`config.mk`:
```
export PLATFORM = sky130hd
export DESIGN_NAME = byte_register_alu_machine
export DESIGN_NICKNAME = d
export VERILOG_FILES = /design/src/sv/bram_pkg.sv /design/src/sv/byte_register_alu_machine.sv
export SDC_FILE = /design/constraint.sdc
export NUM_CORES = 1
export LEC_CHECK = 0
export BUFFER_PORTS_ARGS = -buffer_cell sky130_fd_sc_hd__buf_2
export CAP_MARGIN = 5
export CORE_MARGIN = 4
export CORE_UTILIZATION = 63
export DETAILED_ROUTE_END_ITERATION = 8
export PLACE_DENSITY = 0.81
export RECOVER_POWER = 25
export SETUP_SLACK_MARGIN = 0.05
export SLEW_MARGIN = 20
export SYNTH_ARGS = -nofsm -noshare
export SYNTH_HDL_FRONTEND = slang
export SYNTH_SLANG_ARGS = --single-unit
```
`constraint.sdc`:
```
create_clock -name clk -period 6.46 [get_ports clk]
set_clock_uncertainty 0.2 [all_clocks]
set_input_delay 1.292 -clock clk [delete_from_list [all_inputs] [get_ports clk]]
set_output_delay 1.292 -clock clk [all_outputs]
set_load 0.03 [all_outputs]
```
`src/sv/bram_pkg.sv`:
```
// Package for the byte register ALU machine: command codes, field widths
// and the packed transfer types of the command and result channels.
// No dependencies.
package bram_pkg;

  // Field widths fixed by the command and result formats
  localparam int CMD_W    = 5;
  localparam int INDEX_W  = 5;
  localparam int DATA_W   = 8;
  localparam int STATUS_W = 4;

  // Byte that the set command writes into the accumulator
  localparam logic [DATA_W-1:0] BYTE_ONES = 8'hff;

  // Command codes
  localparam logic [CMD_W-1:0] CMD_MOV     = 5'd0;
  localparam logic [CMD_W-1:0] CMD_SETPTR  = 5'd1;
  localparam logic [CMD_W-1:0] CMD_LD      = 5'd2;
  localparam logic [CMD_W-1:0] CMD_LDA     = 5'd3;
  localparam logic [CMD_W-1:0] CMD_LDB     = 5'd4;
  localparam logic [CMD_W-1:0] CMD_SHOW    = 5'd5;
  localparam logic [CMD_W-1:0] CMD_ADD_R1  = 5'd6;
  localparam logic [CMD_W-1:0] CMD_SUB_R1  = 5'd7;
  localparam logic [CMD_W-1:0] CMD_AND_R1  = 5'd8;
  localparam logic [CMD_W-1:0] CMD_OR_R1   = 5'd9;
  localparam logic [CMD_W-1:0] CMD_XOR_R1  = 5'd10;
  localparam logic [CMD_W-1:0] CMD_ADD_PTR = 5'd11;
  localparam logic [CMD_W-1:0] CMD_SUB_PTR = 5'd12;
  localparam logic [CMD_W-1:0] CMD_AND_PTR = 5'd13;
  localparam logic [CMD_W-1:0] CMD_OR_PTR  = 5'd14;
  localparam logic [CMD_W-1:0] CMD_XOR_PTR = 5'd15;
  localparam logic [CMD_W-1:0] CMD_COM     = 5'd16;
  localparam logic [CMD_W-1:0] CMD_NEG     = 5'd17;
  localparam logic [CMD_W-1:0] CMD_INC     = 5'd18;
  localparam logic [CMD_W-1:0] CMD_DEC     = 5'd19;
  localparam logic [CMD_W-1:0] CMD_SER     = 5'd20;
  localparam logic [CMD_W-1:0] CMD_CLR     = 5'd21;

  // One command transfer
  typedef struct packed {
    logic [CMD_W-1:0]   cmd;
    logic [INDEX_W-1:0] first_index;
    logic [INDEX_W-1:0] second_index;
    logic [DATA_W-1:0]  load_value;
  } in_item_t;

  // One result transfer
  typedef struct packed {
    logic [INDEX_W-1:0]  pointer_value;
    logic [DATA_W-1:0]   pointed_byte;
    logic [STATUS_W-1:0] status_byte;
  } out_item_t;

endpackage

```
`src/sv/byte_register_alu_machine.sv`:
```
// Top level of the byte register ALU machine: register file, pointer,
// flags, single-pass execute stage and result register.
// Depends on bram_pkg.
//
//  channel | direction | handshake            | payload
//  --------+-----------+----------------------+------------------------
//  in_     | input     | in_valid / in_ready   | bram_pkg::in_item_t
//  out_    | output    | out_valid / out_ready | bram_pkg::out_item_t
//
// One command is taken per cycle while the input is not stalled; in the execute
// stage, the register file read data (captured at the input transfer) meets
// the ALU and the write port. A show result appears the cycle after it retires.
// Synchronous reset clears the pointer, the flags, the per-entry valid bits
// of the register file (an invalid entry reads as zero) and both stages.
// Only a show command waiting for a full result register stalls the input.
module byte_register_alu_machine #(
  parameter int REG_COUNT = 32
) (
  input  logic                 clk,
  input  logic                 rst_n,
  input  logic                 in_valid,
  output logic                 in_ready,
  input  bram_pkg::in_item_t   in_data,
  output logic                 out_valid,
  input  logic                 out_ready,
  output bram_pkg::out_item_t  out_data
);

  import bram_pkg::*;

  localparam int IDX_W    = (REG_COUNT > 1) ? $clog2(REG_COUNT) : 1;
  localparam int IDX_SPAN = 1 << INDEX_W;

  typedef logic [IDX_SPAN-1:0][IDX_W-1:0] wrap_lut_t;

  // Index field to register number, modulo the register count
  function automatic wrap_lut_t wrap_lut_f();
    wrap_lut_t lut;
    for (int i = 0; i < IDX_SPAN; i++) begin
      lut[i] = IDX_W'(i % REG_COUNT);
    end
    return lut;
  endfunction

  localparam wrap_lut_t WRAP_LUT = wrap_lut_f();

  // Register file storage and architectural state
  logic [DATA_W-1:0]    mem_r [REG_COUNT];
  logic [REG_COUNT-1:0] valid_r;
  logic [DATA_W-1:0]    acc_r;
  logic [DATA_W-1:0]    opr_r;
  logic [IDX_W-1:0]     ptr_r;
  logic [IDX_W-1:0]     ptr_nxt;
  logic                 carry_r;
  logic                 borrow_r;
  logic                 zero_r;

  // Execute stage
  logic              ex_valid_r;
  logic              ex_valid_nxt;
  in_item_t          ex_item_r;
  logic [DATA_W-1:0] src_data_r;
  logic [DATA_W-1:0] ptr_data_r;

  // Result register
  logic              out_valid_r;
  logic              out_valid_nxt;
  out_item_t         out_data_r;

  // Handshake and control
  logic              in_fire;
  logic              ex_is_show;
  logic              ex_go;
  logic              ex_fire;
  logic              out_load;
  logic [IDX_W-1:0]  rd_src_idx;
  logic [IDX_W-1:0]  ex_first_idx;

  // Execute stage datapath
  logic              wr_en;
  logic [IDX_W-1:0]  wr_idx;
  logic [DATA_W-1:0] wr_data;
  logic              flags_upd;
  logic              alu_carry;
  logic              alu_borrow;
  logic [DATA_W-1:0] alu_res;
  logic [DATA_W-1:0] alu_opnd;
  logic [DATA_W:0]   alu_sum;
  logic [DATA_W:0]   alu_diff;

  // Flow control: only a show command can wait on the result register
  assign ex_is_show = (ex_item_r.cmd == CMD_SHOW);
  assign ex_go      = !ex_is_show || !out_valid_r || out_ready;
  assign ex_fire    = ex_valid_r && ex_go;
  assign in_ready   = !ex_valid_r || ex_go;
  assign in_fire    = in_valid && in_ready;
  assign out_load   = ex_fire && ex_is_show;

  assign rd_src_idx   = WRAP_LUT[in_data.second_index];
  assign ex_first_idx = WRAP_LUT[ex_item_r.first_index];

  // Pointer as seen by the next command, including a retiring setptr
  always_comb begin
    ptr_nxt = ptr_r;
    if (ex_fire && ex_item_r.cmd == CMD_SETPTR) begin
      ptr_nxt = ex_first_idx;
    end
  end

  // Second ALU operand: register 1 or the pointed register
  always_comb begin
    case (ex_item_r.cmd)
      CMD_ADD_PTR, CMD_SUB_PTR, CMD_AND_PTR, CMD_OR_PTR, CMD_XOR_PTR: begin
        alu_opnd = ptr_data_r;
      end
      default: begin
        alu_opnd = opr_r;
      end
    endcase
  end

  assign alu_sum  = {1'b0, acc_r} + {1'b0, alu_opnd};
  assign alu_diff = {1'b0, acc_r} - {1'b0, alu_opnd};

  // Command decode: register file write and ALU result
  always_comb begin
    wr_en      = 1'b0;
    wr_idx     = ex_first_idx;
    wr_data    = ex_item_r.load_value;
    flags_upd  = 1'b0;
    alu_carry  = 1'b0;
    alu_borrow = 1'b0;
    alu_res    = '0;
    case (ex_item_r.cmd)
      CMD_MOV: begin
        wr_en   = 1'b1;
        wr_data = src_data_r;
      end
      CMD_LD: begin
        wr_en = 1'b1;
      end
      CMD_LDA: begin
        wr_en  = 1'b1;
        wr_idx = '0;
      end
      CMD_LDB: begin
        wr_en  = 1'b1;
        wr_idx = IDX_W'(1);
      end
      CMD_ADD_R1, CMD_ADD_PTR: begin
        flags_upd = 1'b1;
        alu_res   = alu_sum[DATA_W-1:0];
        alu_carry = alu_sum[DATA_W];
      end
      CMD_SUB_R1, CMD_SUB_PTR: begin
        flags_upd  = 1'b1;
        alu_res    = alu_diff[DATA_W-1:0];
        alu_borrow = alu_diff[DATA_W];
      end
      CMD_AND_R1, CMD_AND_PTR: begin
        flags_upd = 1'b1;
        alu_res   = acc_r & alu_opnd;
      end
      CMD_OR_R1, CMD_OR_PTR: begin
        flags_upd = 1'b1;
        alu_res   = acc_r | alu_opnd;
      end
      CMD_XOR_R1, CMD_XOR_PTR: begin
        flags_upd = 1'b1;
        alu_res   = acc_r ^ alu_opnd;
      end
      CMD_COM: begin
        flags_upd = 1'b1;
        alu_res   = ~acc_r;
      end
      CMD_NEG: begin
        flags_upd = 1'b1;
        alu_res   = DATA_W'(0) - acc_r;
      end
      CMD_INC: begin
        flags_upd = 1'b1;
        alu_res   = acc_r + DATA_W'(1);
      end
      CMD_DEC: begin
        flags_upd = 1'b1;
        alu_res   = acc_r - DATA_W'(1);
      end
      CMD_SER: begin
        flags_upd = 1'b1;
        alu_res   = BYTE_ONES;
      end
      CMD_CLR: begin
        flags_upd = 1'b1;
        alu_res   = '0;
      end
      default: begin
        wr_en = 1'b0;
      end
    endcase
    // Every ALU command writes its result back to the accumulator
    if (flags_upd) begin
      wr_en   = 1'b1;
      wr_idx  = '0;
      wr_data = alu_res;
    end
  end

  // Register file array; written only when the command retires
  always_ff @(posedge clk) begin
    if (ex_fire && wr_en) begin
      mem_r[wr_idx] <= wr_data;
    end
  end

  // Per-entry valid bits, so that unwritten registers read as zero
  always_ff @(posedge clk) begin
    if (!rst_n) begin
      valid_r <= '0;
    end else if (ex_fire && wr_en) begin
      valid_r[wr_idx] <= 1'b1;
    end
  end

  // Accumulator and operand register copies, kept alongside the array
  always_ff @(posedge clk) begin
    if (!rst_n) begin
      acc_r <= '0;
      opr_r <= '0;
    end else if (ex_fire && wr_en) begin
      if (wr_idx == '0) begin
        acc_r <= wr_data;
      end
      if (wr_idx == IDX_W'(1)) begin
        opr_r <= wr_data;
      end
    end
  end

  // Pointer and flags
  always_ff @(posedge clk) begin
    if (!rst_n) begin
      ptr_r    <= '0;
      carry_r  <= 1'b0;
      borrow_r <= 1'b0;
      zero_r   <= 1'b0;
    end else begin
      ptr_r <= ptr_nxt;
      if (ex_fire && flags_upd) begin
        carry_r  <= alu_carry;
        borrow_r <= alu_borrow;
        zero_r   <= (alu_res == '0);
      end
    end
  end

  // Execute stage valid
  always_comb begin
    ex_valid_nxt = ex_valid_r;
    if (in_fire) begin
      ex_valid_nxt = 1'b1;
    end else if (ex_fire) begin
      ex_valid_nxt = 1'b0;
    end
  end

  always_ff @(posedge clk) begin
    if (!rst_n) begin
      ex_valid_r <= 1'b0;
    end else begin
      ex_valid_r <= ex_valid_nxt;
    end
  end

  // Capture the command and its two register reads on the input transfer.
  // A write retiring at the same edge is forwarded into the read data.
  always_ff @(posedge clk) begin
    if (in_fire) begin
      ex_item_r <= in_data;
      if (ex_fire && wr_en && wr_idx == rd_src_idx) begin
        src_data_r <= wr_data;
      end else begin
        src_data_r <= valid_r[rd_src_idx] ? mem_r[rd_src_idx] : '0;
      end
      if (ex_fire && wr_en && wr_idx == ptr_nxt) begin
        ptr_data_r <= wr_data;
      end else begin
        ptr_data_r <= valid_r[ptr_nxt] ? mem_r[ptr_nxt] : '0;
      end
    end
  end

  // Result register
  always_comb begin
    out_valid_nxt = out_valid_r;
    if (out_load) begin
      out_valid_nxt = 1'b1;
    end else if (out_ready) begin
      out_valid_nxt = 1'b0;
    end
  end

  always_ff @(posedge clk) begin
    if (!rst_n) begin
      out_valid_r <= 1'b0;
    end else begin
      out_valid_r <= out_valid_nxt;
    end
  end

  always_ff @(posedge clk) begin
    if (out_load) begin
      out_data_r.pointer_value <= INDEX_W'(ptr_r);
      out_data_r.pointed_byte  <= ptr_data_r;
      out_data_r.status_byte   <= {carry_r, borrow_r, zero_r, 1'b0};
    end
  end

  assign out_valid = out_valid_r;
  assign out_data  = out_data_r;

  // A new command never overwrites one that is still waiting to retire.
  a_no_ex_overwrite: assert property (@(posedge clk) disable iff (!rst_n)
    in_fire |-> (!ex_valid_r || ex_fire))
    else $error("execute stage overwritten while busy");

  // Only a show command may hold the execute stage.
  a_stall_only_show: assert property (@(posedge clk) disable iff (!rst_n)
    (ex_valid_r && !ex_go) |-> ex_is_show)
    else $error("non-show command stalled");

  // A result is loaded only into a free or draining result register.
  a_out_slot_free: assert property (@(posedge clk) disable iff (!rst_n)
    out_load |-> (!out_valid_r || out_ready))
    else $error("result register overwritten");

  // The pointer always names an existing register.
  a_ptr_range: assert property (@(posedge clk) disable iff (!rst_n)
    {1'b0, ptr_r} < (IDX_W + 1)'(REG_COUNT))
    else $error("pointer beyond register file");

  // The accumulator copy agrees with register 0 of the array.
  a_acc_copy: assert property (@(posedge clk) disable iff (!rst_n)
    acc_r == (valid_r[0] ? mem_r[0] : '0))
    else $error("accumulator copy out of step with register file");

endmodule
```
# After elaboration in Yosys (flattened, before gate mapping)
# Memories as Yosys holds them, arrays and structs flattened. A register that Yosys moved wholly into a read port is not among the register bits.
# Index checks and enable logic that the tools add are counted.
# word_totals
n_memories	3
regBits	108
elab_cells	121
mem_bits_ro	320
latch_bits	0
ram_bits	256
output_inout_bits	19
# mem_list
name	words	width	rd	rd_clocked_by_memory_dff	write_ports	line	text
mem_r	32	8	2	0	1	byte_register_alu_machine.sv:48	logic [DATA_W-1:0] mem_r [REG_COUNT];
(no name shown)	32	5	1	1	0	byte_register_alu_machine.sv:100	assign ex_first_idx = WRAP_LUT[ex_item_r.first_index];
(no name shown)	32	5	1	0	0	byte_register_alu_machine.sv:99	assign rd_src_idx = WRAP_LUT[in_data.second_index];
# classes
n_mux	31
add_sub_neg	5
bitwise_logic	5
n_lt_le_gt_ge	6
reduce_logical	30
mul	0
shifts	0
div	0
n_eq_ne	24
# ops
operator	count
8-bit case mux with 10 select lines	1
8-bit two-way mux	7
5-bit by 4-bit == test with 1-bit output (second input constant)	8
32-bit OR	1
5-bit == test (second input constant)	6
5-bit by 6-bit < comparator with 1-bit output (second input constant)	5
5-bit two-way mux	5
5-bit by 3-bit == test with 1-bit output (second input constant)	4
16-bit OR reduction	1
1-bit two-way mux	14
1-bit binary-select mux with 5-bit select	2
5-bit by 1-bit == test with 1-bit output (second input constant)	2
5-bit by 2-bit == test with 1-bit output (second input constant)	2
5-bit == test	2
5-bit zero test	2
5-bit case mux with 2 select lines	1
2-bit OR reduction	5
8-bit by 8-bit adder with 9-bit output	1
1-bit logical AND	9
8-bit by 8-bit subtractor with 9-bit output	1
8-bit by 1-bit adder with 8-bit output (second input constant)	1
8-bit AND	1
8-bit zero test	1
8-bit inverter	1
12 further kinds	18

# Logic depth before layout (Yosys ltp)
# depth
depth_word	11
ltp_mapped	17
depth_no_buf	14

# Worst setup path after synthesis
# Ideal clock, no wire load.
# synth_path
kind	reg-to-reg
start	reg ex_item_r[21] (netlist name)
end	mem mem_r[0][6] (data pin)
arrival_ns	4.099
setup_time_ns	0.389
setup_slack_ns	1.772
required_time_ns	5.871
stages_incl_launch_ff	16
n_path_buf	2
path_cell_list	edfxtp_1 > clkbuf_1 > nor2b_1 > nor2b_1 > clkbuf_1 > mux2_2 > ha_1 > inv_1 > fa_1 > a21o_1 > a21oi_1 > o21bai_1 > a21oi_1 > xor2_1 > a2111oi_0 > inv_1
# synth_between
elab_chain_len	6
elab_cells_between_ends	34
# synth_lines
element	line	text
from (decl)	byte_register_alu_machine.sv:61	in_item_t ex_item_r;
from (signal assigned)	byte_register_alu_machine.sv:278	ex_item_r <= in_data;
5-bit by 4-bit == test with 1-bit output	byte_register_alu_machine.sv:112, byte_register_alu_machine.sv:134	
5-bit OR reduction	byte_register_alu_machine.sv:112	case (ex_item_r.cmd)
8-bit two-way mux	byte_register_alu_machine.sv:112	
8-bit by 8-bit subtractor with 9-bit output (tied with other cells)	byte_register_alu_machine.sv:123	assign alu_diff = {1'b0, acc_r} - {1'b0, alu_opnd};
8-bit case mux with 10 select lines	byte_register_alu_machine.sv:134	case (ex_item_r.cmd)
8-bit two-way mux (*)	byte_register_alu_machine.sv:201	if (flags_upd) begin
via wr_data[6]	byte_register_alu_machine.sv:82	logic [DATA_W-1:0] wr_data;
to (decl)	byte_register_alu_machine.sv:48	
# The timed path passes the listed nets; every way through them passes the cells marked *.

# Worst setup path in the final report
# layout_path
start	reg ex_item_r[22] (netlist name)
end	reg ptr_data_r[1] (data pin)
# layout_between
elab_chain_len	11
elab_cells_between_ends	58
# layout_lines
element	line	text
parallel branches: the longest is 10 deep, another holds 8-bit by 8-bit subtractor with 9-bit output	n/a	
8-bit two-way mux (*)	byte_register_alu_machine.sv:284	if (ex_fire && wr_en && wr_idx == ptr_nxt) begin
to (signal assigned)	byte_register_alu_machine.sv:285	ptr_data_r <= wr_data;
to (signal assigned)	byte_register_alu_machine.sv:287	ptr_data_r <= valid_r[ptr_nxt] ? mem_r[ptr_nxt] : '0;
to (decl)	byte_register_alu_machine.sv:63	logic [DATA_W-1:0] ptr_data_r;
# Mark *: on every way between the ends. The select of a mux whose other input is x is not followed.
# A chain may end at the register's enable or synchronous reset.

==> flow_metrics.py <==
metrics = {
    "status": {
        "outcome": "complete, but fails checks",
        "failed_checks": "max-capacitance violations, max-slew violations",
    },
    "power": {
        "p_per_area_nw_per_um2": 262,
        "irDropWorstVdd_uv": 263,
        "p_leak_uw": 0.00704,
    },
    "logic_synthesis": {
        "synth_edf_count": 306,
        "ys_ff_latch": 369,
        "synthCells": 1547,
        "seq_area_frac_synth": 0.549,
        "synth_warnings": 0,
        "async_flop_share": 0,
        "syn-num-nets": 1608,
        "yosys.area.top_type": "edfxtp_1",
        "yosysUniqueCellTypes": 87,
        "ys.flop_type": "edfxtp_1",
        "synth_top_cells_by_area": "edfxtp_1 48%, mux4_2 11%, dfxtp_1 6.6%",
        "syn_area_um2": 19000,
        "synth_top_area_frac": 0.483,
        "avgSynthCellArea_um2": 12.3,
    },
    "critical_path": {
        "critPathKind": "register to register",
        "crit_path_end_kind": "register",
        "cp-start-kind": "register",
        "worstPathMaxFanout": 27,
        "crit_buf_inv": 1,
        "max_stage_delay_ns": 1.31,
        "crit_family": "simple AND/OR/NAND/NOR gates",
        "arrival_ns": 5.56,
        "cp_slowest_cell": "nor2_1",
        "cp.required_ns": 6.50,
        "crit_chain": "nor4b_4 -> a21boi_1 -> nor2_1 -> buf_4 -> a21oi_1 -> a221oi_1 -> or4_1 -> o311ai_4 -> o32ai_1",
    },
    "floorplan": {
        "dieWidth_um": 182,
        "initial_core_util": 0.641,
        "fp.dieArea_um2": 33100,
        "fp-row-count": 63,
        "die_h_um": 182,
        "io_pins": 46,
        "design.core.area_um2": 29700,
    },
    "route": {
        "drcViolationCount": 0,
        "routed_wl_mm": 57.6,
        "route.vias.total": 14700,
        "ant_nets": 0,
        "avgViaCountPerCell": 7.40,
        "drtIter0Drc": 2243,
        "dr.pass1.iters": 7,
        "avgRoutedWirePerCell_um": 29.0,
    },
    "place": {
        "post-dp-hpwl_mm": 37.2,
        "place.gp.congestion": 0.929,
        "portBuffers": 44,
    },
    "sta": {
        "slew-limit-headroom": -0.280,
        "final.setup.tns_ns": 0,
        "hold_viol_final": 0,
        "finalSetupViolations": 0,
        "rsz0062_at_grt": "false",
        "fmax_mhz": 181,
        "final_max_slew_viol_count": 51,
        "worstMarginPinSlew_ns": 1.92,
        "layout_min_cycle_time_ns": 5.52,
        "final.period_utilization": 0.854,
    },
    "cts": {
        "clk_pin_slew_ns": 0.06,
        "cts_buffers": 40,
        "postCtsSetupRepairBufs": 0,
        "cts_tree": "yes",
        "root_buffer": "clkbuf_16",
        "cts_hold_buf": 0,
        "clk_latency_ns": 0.55,
        "clock_sinks": 369,
        "h-tree-depth": 2,
        "cts_resized": 0,
        "clk_path_buf_depth": 3,
    },
    "global_route": {
        "grt_pass1_vias": 14400,
        "gr-total-overflow": 0,
        "antenna_found_initial": 2,
        "grt_max_degree": 56,
        "grt_pass1_wl_mm": 86.3,
        "grt_usage": 0.342,
    },
    "cells_and_area": {
        "final_nets": 1624,
        "drive_above_1_share": 0.158,
        "final_core_utilization": 0.701,
        "syn2layout_area_growth_pct": 9.45,
        "final_cell_mix": "306 x edfxtp_1, 199 x nand2_1, 114 x nor2_1",
        "final_common_cell": "edfxtp_1",
    },
    "worst_hold_path": {
        "hold_class": "register to register",
    },
    "job": {
        "drv_cap": 2,
    },
}
-- area by class of cell --
| cell class | instances | area, um^2 |
|---|---|---|
| clock inverters | 19 | 235 |
| multi-input cells | 1026 | 7950 |
| repair buffers | 85 | 479 |
| diodes | 1 | 2.50 |
| flip-flops and latches | 369 | 10500 |
| fillers | 1973 | 8880 |
| well taps | 390 | 488 |
| inverters | 41 | 154 |
| clock buffers | 54 | 1070 |
-- path summary, 6_finish.rpt --
kind	startpoint	end	slack, ns	cells past startpoint
setup reg to reg	ex_item_r[22]	ptr_data_r[1]	0.94	9
hold reg to reg	ex_item_r[16]	ex_first_idx[3]	0.24	2
hold / removal	ex_item_r[16]	ex_first_idx[3]	0.24	2
setup / recovery	ex_item_r[22]	ptr_data_r[1]	0.94	9
-- report_power, final --
group,total (uW),internal (uW),switching (uW),leakage [uW]
registers,2700,2670,36.8,0.00332
logic,465,159,306,0.00309
clock network,2290,1340,947,0.000635
total,5450,4160,1290,0.00704
-- through the flow --
step / hold WS, ns / instances / power [uW] / instance area, um^2 / setup WS (ns)
floorplan: 0.206 / 1547 / 3050 / 19000 / 1.77
global route: 0.251 / 1984 / 5600 / 20800 / 0.675
detailed placement: 0.227 / 1911 / 3190 / 19600 / 1.14
finish: 0.240 / 1985 / 5450 / 20800 / 0.941
global placement: 0.216 / 1911 / 3180 / 19600 / 1.29
CTS: 0.241 / 1984 / 5440 / 20900 / 1.12
-- sequential cells by signal (all words and copies together) (netlist names), 5 cells and up --
register and cells:
ptr_r 5, ex_item_r 18, out_data 16, opr_r 8, src_data_r 8, ex_first_idx 5, mem_r 256, acc_r 8
valid_r 32, ptr_data_r 8
-- per-layer routing --
metal,track usage,share of wire
met5,0.00444,0.00033
met2,0.553,0.47
met3,0.0823,0.13
met1,0.431,0.33
met4,0.181,0.068
-- cell families after synthesis --
| family | synth area share |
|---|---|
| xor gates and xnor gates | 0.0101 |
| adders and majority gates | 0.0235 |
| muxes | 0.139 |
| and+or+nand+nor | 0.122 |
| buffers and inverters | 0.0351 |
| DFF | 0.549 |
| AOI/OAI and AO/OA | 0.121 |
| other | 0.000197 |
-- worst register-to-register path, cell delays in order (launching register included) --
cell	delay [ns]
edfxtp_1	0.64
nor4b_4	0.73
a21boi_1	0.28
nor2_1	1.31
buf_4	0.54
a21oi_1	0.10
a221oi_1	0.31
or4_1	0.21
o311ai_4	0.23
o32ai_1	0.68
-- cell usage after synthesis, types with 18 or more instances --
master    instances
a21oi_1          47
o21a_1           23
buf_2            36
nand2_1         200
a211oi_1         46
dfxtp_1          63
edfxtp_1        306
mux4_2           90
clkbuf_1         57
mux2i_1          42
nand3_1          50
ha_1             31
inv_1            40
and3_1           43
nor3_1           18
a31oi_1          29
nor2_1          127
o21ai_0          31
Power figures use the tool's default switching activity.
